### src/rtl/vwbp_pkg.sv
// Package for the variable width bit packer: field widths, queue sizing,
// front state type and the queue entry struct. No dependencies.
`timescale 1ns / 1ps
`default_nettype none

package vwbp_pkg;

   localparam int VALUE_BITS     = 40;
   localparam int COUNT_REG_BITS = 41;
   localparam int WORD_BITS      = 64;
   localparam int WIDTH_BITS     = 6;
   localparam int OFFSET_BITS    = 6;
   localparam int WORDS_BITS     = 40;
   localparam int COUNT_BITS     = 40;

   localparam int QUEUE_DEPTH = 2;
   localparam int QPTR_BITS   = (QUEUE_DEPTH > 1) ? $clog2(QUEUE_DEPTH) : 1;
   localparam int QCNT_BITS   = $clog2(QUEUE_DEPTH + 1);

   // largest entry count that still changes the field width
   localparam logic [COUNT_REG_BITS-1:0] COUNT_TOP = COUNT_REG_BITS'(1) << COUNT_BITS;

   typedef enum logic {
      FRONT_RUN,
      FRONT_SEARCH
   } front_state_type;

   typedef struct packed {
      logic [VALUE_BITS-1:0] value;
      logic                  is_last;
      logic [WIDTH_BITS-1:0] width;
   } queue_entry_type;

endpackage

`default_nettype wire

### src/rtl/vwbp_req_if.sv
// Input channel of the bit packer: valid/ready handshake and one value.
// Depends on vwbp_pkg.
`timescale 1ns / 1ps
`default_nettype none

interface vwbp_req_if;
   import vwbp_pkg::*;

   logic                  valid;
   logic                  ready;
   logic [VALUE_BITS-1:0] value;

   modport source (output valid, output value, input ready);
   modport sink   (input valid, input value, output ready);
endinterface

`default_nettype wire

### src/rtl/vwbp_rsp_if.sv
// Result channel of the bit packer: valid/ready handshake and one packed word
// with its run information. Depends on vwbp_pkg.
`timescale 1ns / 1ps
`default_nettype none

interface vwbp_rsp_if;
   import vwbp_pkg::*;

   logic                  valid;
   logic                  ready;
   logic [WORD_BITS-1:0]  packed_word;
   logic                  last_word;
   logic [WIDTH_BITS-1:0] field_width;
   logic [WORDS_BITS-1:0] word_count;

   modport source (output valid, output packed_word, output last_word,
                   output field_width, output word_count, input ready);
   modport sink   (input valid, input packed_word, input last_word,
                   input field_width, input word_count, output ready);
endinterface

`default_nettype wire

### src/rtl/vwbp_front.sv
// Front end: holds the entry count, searches the field width after a write,
// counts values of the run, masks and tags each value. Depends on vwbp_pkg.
`timescale 1ns / 1ps
`default_nettype none

module vwbp_front (
   input  logic                                 clock,
   input  logic                                 reset,
   vwbp_req_if.sink                             req,
   input  logic                                 csr_write_en,
   input  logic [vwbp_pkg::COUNT_REG_BITS-1:0]  csr_write_data,
   input  logic                                 push_ready,
   output logic                                 push_valid,
   output vwbp_pkg::queue_entry_type            push_entry
);
   import vwbp_pkg::*;

   front_state_type             state_ff, state_in;
   logic [COUNT_REG_BITS-1:0]   count_ff, count_in;
   logic [WIDTH_BITS-1:0]       width_ff, width_in;
   logic [COUNT_REG_BITS-1:0]   taken_ff, taken_in;

   logic [COUNT_REG_BITS-1:0]   eff_count;
   logic [COUNT_REG_BITS-1:0]   taken_plus;
   logic                        step_more;
   logic                        accept;
   logic                        is_last;
   logic [VALUE_BITS-1:0]       value_mask;

   // zero counts as one, large counts saturate
   always_comb begin
      if (count_ff == '0) begin
         eff_count = COUNT_REG_BITS'(1);
      end else if (count_ff > COUNT_TOP) begin
         eff_count = COUNT_TOP;
      end else begin
         eff_count = count_ff;
      end
   end

   assign step_more = (width_ff < WIDTH_BITS'(COUNT_BITS)) &&
                      (eff_count > (COUNT_REG_BITS'(1) << width_ff));

   // next state
   always_comb begin
      state_in = state_ff;
      case (state_ff)
         FRONT_RUN: begin
            if (csr_write_en) state_in = FRONT_SEARCH;
         end
         FRONT_SEARCH: begin
            if (csr_write_en)    state_in = FRONT_SEARCH;
            else if (!step_more) state_in = FRONT_RUN;
         end
         default: state_in = FRONT_RUN;
      endcase
   end

   // outputs
   always_comb begin
      req.ready = 1'b0;
      case (state_ff)
         FRONT_RUN:    req.ready = push_ready;
         FRONT_SEARCH: req.ready = 1'b0;
         default:      req.ready = 1'b0;
      endcase
   end

   assign accept     = req.valid && req.ready;
   assign taken_plus = taken_ff + COUNT_REG_BITS'(1);
   assign is_last    = (taken_plus >= eff_count);
   assign value_mask = ~({VALUE_BITS{1'b1}} << width_ff);

   assign push_valid         = accept;
   assign push_entry.value   = req.value & value_mask;
   assign push_entry.is_last = is_last;
   assign push_entry.width   = width_ff;

   always_comb begin
      count_in = count_ff;
      width_in = width_ff;
      taken_in = taken_ff;
      if (csr_write_en) begin
         count_in = csr_write_data;
         width_in = WIDTH_BITS'(1);
         taken_in = '0;
      end else begin
         if (state_ff == FRONT_SEARCH && step_more) width_in = width_ff + WIDTH_BITS'(1);
         if (accept) taken_in = is_last ? '0 : taken_plus;
      end
   end

   always_ff @(posedge clock) begin
      if (reset) begin
         state_ff <= FRONT_RUN;
         count_ff <= COUNT_REG_BITS'(1);
         width_ff <= WIDTH_BITS'(1);
         taken_ff <= '0;
      end else begin
         state_ff <= state_in;
         count_ff <= count_in;
         width_ff <= width_in;
         taken_ff <= taken_in;
      end
   end

endmodule

`default_nettype wire

### src/rtl/vwbp_queue.sv
// Short register queue between front and back end.
// Depends on vwbp_pkg.
`timescale 1ns / 1ps
`default_nettype none

module vwbp_queue (
   input  logic                       clock,
   input  logic                       reset,
   input  logic                       push_valid,
   output logic                       push_ready,
   input  vwbp_pkg::queue_entry_type  push_entry,
   output logic                       pop_valid,
   input  logic                       pop_ready,
   output vwbp_pkg::queue_entry_type  pop_entry
);
   import vwbp_pkg::*;

   queue_entry_type        mem_ff [QUEUE_DEPTH];
   logic [QPTR_BITS-1:0]   wr_ptr_ff, wr_ptr_in;
   logic [QPTR_BITS-1:0]   rd_ptr_ff, rd_ptr_in;
   logic [QCNT_BITS-1:0]   cnt_ff, cnt_in;
   logic                   push, pop;

   assign push_ready = (cnt_ff != QCNT_BITS'(QUEUE_DEPTH));
   assign pop_valid  = (cnt_ff != '0);
   assign pop_entry  = mem_ff[rd_ptr_ff];
   assign push       = push_valid && push_ready;
   assign pop        = pop_valid && pop_ready;

   always_comb begin
      wr_ptr_in = wr_ptr_ff;
      rd_ptr_in = rd_ptr_ff;
      cnt_in    = cnt_ff;
      if (push) begin
         wr_ptr_in = (wr_ptr_ff == QPTR_BITS'(QUEUE_DEPTH - 1)) ? '0 :
                     wr_ptr_ff + QPTR_BITS'(1);
      end
      if (pop) begin
         rd_ptr_in = (rd_ptr_ff == QPTR_BITS'(QUEUE_DEPTH - 1)) ? '0 :
                     rd_ptr_ff + QPTR_BITS'(1);
      end
      if (push && !pop)      cnt_in = cnt_ff + QCNT_BITS'(1);
      else if (!push && pop) cnt_in = cnt_ff - QCNT_BITS'(1);
   end

   always_ff @(posedge clock) begin
      if (reset) begin
         wr_ptr_ff <= '0;
         rd_ptr_ff <= '0;
         cnt_ff    <= '0;
      end else begin
         wr_ptr_ff <= wr_ptr_in;
         rd_ptr_ff <= rd_ptr_in;
         cnt_ff    <= cnt_in;
      end
   end

   always_ff @(posedge clock) begin
      if (push) mem_ff[wr_ptr_ff] <= push_entry;
   end

endmodule

`default_nettype wire

### src/rtl/vwbp_back.sv
// Back end: places each value into the word accumulator, emits full and
// flushed words through an output register. Depends on vwbp_pkg.
`timescale 1ns / 1ps
`default_nettype none

module vwbp_back (
   input  logic                       clock,
   input  logic                       reset,
   input  logic                       csr_write_en,
   input  logic                       pop_valid,
   output logic                       pop_ready,
   input  vwbp_pkg::queue_entry_type  pop_entry,
   vwbp_rsp_if.source                 rsp
);
   import vwbp_pkg::*;

   logic [WORD_BITS-1:0]   acc_ff, acc_in;
   logic [OFFSET_BITS-1:0] offset_ff, offset_in;
   logic [WORDS_BITS-1:0]  words_ff, words_in;
   logic                   flush_ff, flush_in;
   logic [WIDTH_BITS-1:0]  flush_width_ff, flush_width_in;

   logic                   rsp_valid_ff, rsp_valid_in;
   logic [WORD_BITS-1:0]   rsp_word_ff, rsp_word_in;
   logic                   rsp_last_ff, rsp_last_in;
   logic [WIDTH_BITS-1:0]  rsp_width_ff, rsp_width_in;
   logic [WORDS_BITS-1:0]  rsp_count_ff, rsp_count_in;

   logic                   out_free, take;
   logic [WORD_BITS-1:0]   v64, acc_or, spill;
   logic [OFFSET_BITS:0]   next_sum;
   logic                   crosses;
   logic [OFFSET_BITS-1:0] rem;
   logic [WORDS_BITS-1:0]  words_plus;

   assign out_free  = !rsp_valid_ff || rsp.ready;
   assign pop_ready = out_free && !flush_ff;
   assign take      = pop_valid && pop_ready;

   assign v64        = {{(WORD_BITS - VALUE_BITS){1'b0}}, pop_entry.value};
   assign acc_or     = acc_ff | (v64 << offset_ff);
   assign next_sum   = {1'b0, offset_ff} + {1'b0, pop_entry.width};
   assign crosses    = next_sum[OFFSET_BITS];
   assign rem        = next_sum[OFFSET_BITS-1:0];
   assign spill      = v64 >> (pop_entry.width - rem);
   assign words_plus = words_ff + WORDS_BITS'(1);

   always_comb begin
      acc_in         = acc_ff;
      offset_in      = offset_ff;
      words_in       = words_ff;
      flush_in       = flush_ff;
      flush_width_in = flush_width_ff;
      rsp_valid_in   = rsp_valid_ff && !rsp.ready;
      rsp_word_in    = rsp_word_ff;
      rsp_last_in    = rsp_last_ff;
      rsp_width_in   = rsp_width_ff;
      rsp_count_in   = rsp_count_ff;
      if (csr_write_en) begin
         acc_in    = '0;
         offset_in = '0;
         words_in  = '0;
         flush_in  = 1'b0;
      end else if (flush_ff && out_free) begin
         // second word of a spilling final value
         rsp_valid_in = 1'b1;
         rsp_word_in  = acc_ff;
         rsp_last_in  = 1'b1;
         rsp_width_in = flush_width_ff;
         rsp_count_in = words_plus;
         acc_in       = '0;
         offset_in    = '0;
         words_in     = '0;
         flush_in     = 1'b0;
      end else if (take) begin
         if (crosses) begin
            rsp_valid_in = 1'b1;
            rsp_word_in  = acc_or;
            rsp_last_in  = pop_entry.is_last && (rem == '0);
            rsp_width_in = pop_entry.width;
            rsp_count_in = words_plus;
            words_in     = words_plus;
            acc_in       = (rem == '0) ? '0 : spill;
            offset_in    = rem;
            if (pop_entry.is_last) begin
               if (rem != '0) begin
                  flush_in       = 1'b1;
                  flush_width_in = pop_entry.width;
               end else begin
                  words_in = '0;
               end
            end
         end else if (pop_entry.is_last) begin
            rsp_valid_in = 1'b1;
            rsp_word_in  = acc_or;
            rsp_last_in  = 1'b1;
            rsp_width_in = pop_entry.width;
            rsp_count_in = words_plus;
            acc_in       = '0;
            offset_in    = '0;
            words_in     = '0;
         end else begin
            acc_in    = acc_or;
            offset_in = rem;
         end
      end
   end

   always_ff @(posedge clock) begin
      if (reset) begin
         acc_ff       <= '0;
         offset_ff    <= '0;
         words_ff     <= '0;
         flush_ff     <= 1'b0;
         rsp_valid_ff <= 1'b0;
      end else begin
         acc_ff       <= acc_in;
         offset_ff    <= offset_in;
         words_ff     <= words_in;
         flush_ff     <= flush_in;
         rsp_valid_ff <= rsp_valid_in;
      end
   end

   always_ff @(posedge clock) begin
      flush_width_ff <= flush_width_in;
      rsp_word_ff    <= rsp_word_in;
      rsp_last_ff    <= rsp_last_in;
      rsp_width_ff   <= rsp_width_in;
      rsp_count_ff   <= rsp_count_in;
   end

   assign rsp.valid       = rsp_valid_ff;
   assign rsp.packed_word = rsp_word_ff;
   assign rsp.last_word   = rsp_last_ff;
   assign rsp.field_width = rsp_width_ff;
   assign rsp.word_count  = rsp_count_ff;

endmodule

`default_nettype wire

### src/rtl/variable_width_bit_packer.sv
// Flow: a value is written into the queue on its input transfer; its word, if any, then
//   passes through the back end output register before it appears on rsp.
// Throughput: one value per cycle while the queue has room and rsp is not stalled; a final
//   value that spills into a second word holds the back end for the flush of that word.
//   After a csr write the width search runs one compare per cycle with req_ch.ready low.
// Reset: synchronous, active high; entry count 1 (width 1), run state cleared.
`timescale 1ns / 1ps
`default_nettype none

module variable_width_bit_packer (
   input  logic                                 clock,
   input  logic                                 reset,
   vwbp_req_if.sink                             req_ch,
   vwbp_rsp_if.source                           rsp_ch,
   input  logic                                 csr_write_en,
   input  logic [vwbp_pkg::COUNT_REG_BITS-1:0]  csr_write_data
);
   import vwbp_pkg::*;

   // front to queue
   logic            push_valid;
   logic            push_ready;
   queue_entry_type push_entry;

   // queue to back
   logic            pop_valid;
   logic            pop_ready;
   queue_entry_type pop_entry;

   // Front: take the transfer, mask the value to the field width, and tag
   // the value that closes the run.
   vwbp_front u_front (
      .clock          (clock),
      .reset          (reset),
      .req            (req_ch),
      .csr_write_en   (csr_write_en),
      .csr_write_data (csr_write_data),
      .push_ready     (push_ready),
      .push_valid     (push_valid),
      .push_entry     (push_entry)
   );

   // Queue: decouple the two sides so a stalled output does not stall
   // acceptance right away.
   vwbp_queue u_queue (
      .clock      (clock),
      .reset      (reset),
      .push_valid (push_valid),
      .push_ready (push_ready),
      .push_entry (push_entry),
      .pop_valid  (pop_valid),
      .pop_ready  (pop_ready),
      .pop_entry  (pop_entry)
   );

   // Back: shift each value into the accumulator, emit full words, flush
   // the partial word at the end of the run and clear for the next one.
   vwbp_back u_back (
      .clock        (clock),
      .reset        (reset),
      .csr_write_en (csr_write_en),
      .pop_valid    (pop_valid),
      .pop_ready    (pop_ready),
      .pop_entry    (pop_entry),
      .rsp          (rsp_ch)
   );

endmodule

`default_nettype wire
### src/flat_wrapper.sv
// flat-port wrapper written by rule: the top's interface ports become plain ports
module variable_width_bit_packer_flat import vwbp_pkg::*;
  (clock, reset, csr_write_en, csr_write_data, req_ch_valid, req_ch_value, req_ch_ready, rsp_ch_valid, rsp_ch_packed_word, rsp_ch_last_word, rsp_ch_field_width, rsp_ch_word_count, rsp_ch_ready);
  vwbp_req_if req_ch_i ();
  vwbp_rsp_if rsp_ch_i ();
  input  logic clock;
  input  logic reset;
  input  logic csr_write_en;
  input  logic [vwbp_pkg::COUNT_REG_BITS-1:0] csr_write_data;
  input wire logic [$bits(req_ch_i.valid)-1:0] req_ch_valid;
  input wire logic [$bits(req_ch_i.value)-1:0] req_ch_value;
  output wire logic [$bits(req_ch_i.ready)-1:0] req_ch_ready;
  output wire logic [$bits(rsp_ch_i.valid)-1:0] rsp_ch_valid;
  output wire logic [$bits(rsp_ch_i.packed_word)-1:0] rsp_ch_packed_word;
  output wire logic [$bits(rsp_ch_i.last_word)-1:0] rsp_ch_last_word;
  output wire logic [$bits(rsp_ch_i.field_width)-1:0] rsp_ch_field_width;
  output wire logic [$bits(rsp_ch_i.word_count)-1:0] rsp_ch_word_count;
  input wire logic [$bits(rsp_ch_i.ready)-1:0] rsp_ch_ready;
  assign req_ch_i.valid = req_ch_valid;
  assign req_ch_i.value = req_ch_value;
  assign req_ch_ready = req_ch_i.ready;
  assign rsp_ch_valid = rsp_ch_i.valid;
  assign rsp_ch_packed_word = rsp_ch_i.packed_word;
  assign rsp_ch_last_word = rsp_ch_i.last_word;
  assign rsp_ch_field_width = rsp_ch_i.field_width;
  assign rsp_ch_word_count = rsp_ch_i.word_count;
  assign rsp_ch_i.ready = rsp_ch_ready;
  variable_width_bit_packer u_core (.clock(clock), .reset(reset), .req_ch(req_ch_i), .rsp_ch(rsp_ch_i), .csr_write_en(csr_write_en), .csr_write_data(csr_write_data));
endmodule
### config.mk
export PLATFORM = sky130hd
export DESIGN_NAME = variable_width_bit_packer_flat
export DESIGN_NICKNAME = d
export VERILOG_FILES = /design/src/rtl/vwbp_pkg.sv /design/src/rtl/vwbp_req_if.sv /design/src/rtl/vwbp_rsp_if.sv /design/src/rtl/vwbp_front.sv /design/src/rtl/vwbp_queue.sv /design/src/rtl/vwbp_back.sv /design/src/rtl/variable_width_bit_packer.sv /design/src/flat_wrapper.sv
export SDC_FILE = /design/constraint.sdc
export NUM_CORES = 1
export LEC_CHECK = 0
export ABC_AREA = 0
export BUFFER_PORTS_ARGS = -buffer_cell sky130_fd_sc_hd__buf_4
export CELL_PAD_IN_SITES_DETAIL_PLACEMENT = 1
export CELL_PAD_IN_SITES_GLOBAL_PLACEMENT = 2
export CORE_ASPECT_RATIO = 0.5
export CORE_UTILIZATION = 37
export CTS_CLUSTER_SIZE = 10
export DETAILED_ROUTE_END_ITERATION = 12
export GPL_ROUTABILITY_DRIVEN = 0
export PLACE_DENSITY_LB_ADDON = 0.15
export SLEW_MARGIN = 25
export SYNTH_ARGS = -nofsm -noshare
export SYNTH_HDL_FRONTEND = slang
export SYNTH_SLANG_ARGS = --single-unit
### constraint.sdc
create_clock -name clock -period 14.9 [get_ports clock]
set_input_delay 1.49 -clock clock [delete_from_list [all_inputs] [get_ports clock]]
set_output_delay 1.49 -clock clock [all_outputs]
set_load 0.01 [all_outputs]
==> metrics.txt <==
post-synth top area share=24.61%; R2R depth=18; Gate Count Post-Synth=2,632; Worst Max-Slew Pin Slew=1194 ps; Synth-to-Final Area Change=14.70%; FFs w/ async S/R, synth=0%; Pins Over Slew Limit=0; CTS tree=built; Synth Area per Inst=9.781 sq um; Reg power frac=27.9%; RSZ-0062 raised after global routing=false; FMAX=187.0 MHz; first-pass GRT wire length=136,500 microns; DP HPWL=67,490 microns; clock sinks=417; grt total ovfl=0; Remaining DRCs=0; fill cell count=7,602; VDD IR max=0.1999 mV; pwr/cell area=176.6 nW/um^2; Layout Skew=26.72 ps; DP Area=28,080 sq um; Main synth FF type=edfxtp_1; Core Util, Final=43.48%; clk root buf=clkbuf_16; die width=375.0 microns; Post-Synthesis Cell Area=25,740 sq um; largest family of logic cells by synthesized area=compound AO/OA/AOI/OAI gates; fin nets=2,954; Hold Path Sink=u_core.u_back.acc_ff[61]; r2r endpoint=u_core.u_back.acc_ff[38]; Routed WL per cell=24.46 microns; Antenna diodes=0; clk_lat worst skew=620 ps; Critical Path Sink Type=flip-flop; count leader, synth=nand2_1; CP Class=reg2reg; TritonCTS Buffers=48; clock group share of total power=21.8%; Fin. Hold Viols=0; Synth Area in XOR/XNOR=3.533%; sequential area share after synthesis=40.63%; Max-cap violations=0; CTS Hold Bufs=0; R2R Setup Slk=9550 ps; vias per inst=5.823; post-CTS setup buffer count=0; ranking of synthesized cells by area=edfxtp_1 25%, dfxtp_1 16%, mux2i_1 6.6%; WP data required=15,440 ps; switching part of the total power=43.98%; Leakage=11.80 nW; mux contribution to synthesized area=15.51%; Tightest Hold Check Type=reg2reg; hold depth=2; DR pass1 iterations=5; Post-synth EDFFs=211; Synth Area in Adders=5.132%; design area=29,530 sq um; Final ANT Viol Nets=0; combinational power share=50.3%; fin crit share=35.90%; vias in the first global route=21,600; Critical Path AT=5890 ps; htree depth=2; Yosys Warn Count=0; synth cell count leaders=284 x nand2_1, 258 x nor2_1, 211 x edfxtp_1; maximum root-to-sink buffer count=3; Clock transition at path regs=60 ps; # IOs=199; final wirelength=90,470 microns; Netlist cell types=86; largest net degree at the start of global routing=81; crit path max fanout=49; worst hold slack=449.7 ps; Iteration-0 DRC Markers=1,667; Seq cells post-synth=417; via count=21,530; cell row count=67; setup TNS=0 ps; Switch Pwr=2.293 mW; post-synth net total=2,823; relative slew slack=20.02%; compound-gate portion of the synthesized area=17.22%; GRT Util Overall=25.17%; setup violators final=0; initial antenna violation count=0; Worst setup SP type=flip-flop; core area=67,900 sq um; IO Port Bufs=198; die span in y=188.5 microns; die area=70,700 sq um; clock period minus worst slack=5349 ps; initial core utilization=37.91%; hold_sp=u_core.u_back.acc_ff[61]; Synth area leader=edfxtp_1; Pint=2.921 mW; status=finished clean; Synth Area in Simple Gates=13.98%; post-cts resize count=0; share of layout cells above drive strength 1=16.82%
==> worst max-delay path by stage <==
stage	end	start	slack, ps
after detailed placement	u_core.u_back.rsp.packed_word[10]	rsp_ch_ready	9510
after floorplan	u_core.u_back.rsp.field_width[0]	flip-flop	5890
after CTS	u_core.u_back.acc_ff[38]	flip-flop	9560
final	u_core.u_back.acc_ff[38]	flip-flop	9550
after global placement	u_core.u_back.rsp.word_count[1]	rsp_ch_ready	9600
after global routing	u_core.u_back.acc_ff[38]	flip-flop	9100
==> critical path, cell delays in order (launching register included) <==
cell	delay (ps)
dfxtp_4	830
mux2i_4	460
inv_1	100
ha_1	220
fa_1	420
a21o_1	180
a21oi_1	280
xnor2_1	250
inv_1	90
ha_1	380
a211oi_1	230
o21ai_1	120
and2_1	190
o31ai_2	210
buf_4	270
nand2_1	250
nor2_1	520
a22oi_1	170
o21ai_0	100
==> placed cells by master (no fill, tap or decap), types with 36 or more instances in the layout <==
master and n:
nor2_1 254, nand3_1 73, inv_1 74, mux4_2 69
xnor2_1 57, a21o_1 50, mux2i_1 169, edfxtp_1 211
buf_4 245, a21oi_1 157, o21a_1 36, ha_1 104
mux2_2 61, clkbuf_16 48, nand2_1 283, dfxtp_1 202
o21ai_0 119
==> registers in the layout, summed over array words and instances, names as in the netlist, 40 cells and up, named ones only <==
register	cells
u_core.u_queue.mem_ff	94
u_core.u_back.acc_ff	64
u_core.u_back.rsp.packed_word	64
u_core.u_front.count_ff	41
u_core.u_front.taken_ff	41
u_core.u_back.rsp.word_count	40
u_core.u_back.words_ff	40
==> metal layers <==
layer	GRT usage, %	wire, microns	up-vias
met4	8.764	3111	0
li1	-	-	10050
met3	3.806	4474	134
met1	34.69	41920	10830
met2	40.23	40970	522
met5	0	0	-
==> power by group through the flow <==
stage               registers, mW  clock network (mW)  logic (mW)
CTS                          1.46                1.16        2.58
global placement             1.47                   0        2.55
floorplan                    1.47                   0        1.68
detailed placement           1.48                   0        2.56
global route                 1.47                1.21        2.79
finish                       1.45                1.14        2.62
==> per-stage QoR <==
step                std cells  power [mW]  setup WS, ps
finish                   3698       5.214          9551
global route             3698       5.468          9101
global placement         3610       4.027          9598
detailed placement       3610       4.043          9509
CTS                      3698       5.195          9558
floorplan                2632       3.149          5895
==> layout make-up <==
cell class / instances / area [sq um] / share of cell area, %
clock inverters: 4 / 75.07 / 0.2542
clock buffers: 84 / 1366 / 4.627
repair buffers: 246 / 1851 / 6.267
inverters: 78 / 292.8 / 0.9916
flip-flops and latches: 417 / 10470 / 35.45
well taps: 897 / 1122 / 3.801
multi-input cells: 1972 / 14350 / 48.61
==> logic make-up (layout without fill, tap and decap cells) <==
group                      count (synthesis)  after routing
AOI/OAI and AO/OA                        659            659
buffers and inverters                    243            412
and+or+nand+nor                          808            808
xor gates and xnor gates                  97             97
DFF                                      417            417
muxes                                    303            303
adders and majority gates                105            105
No activity file was read; power rests on OpenSTA's default activity.
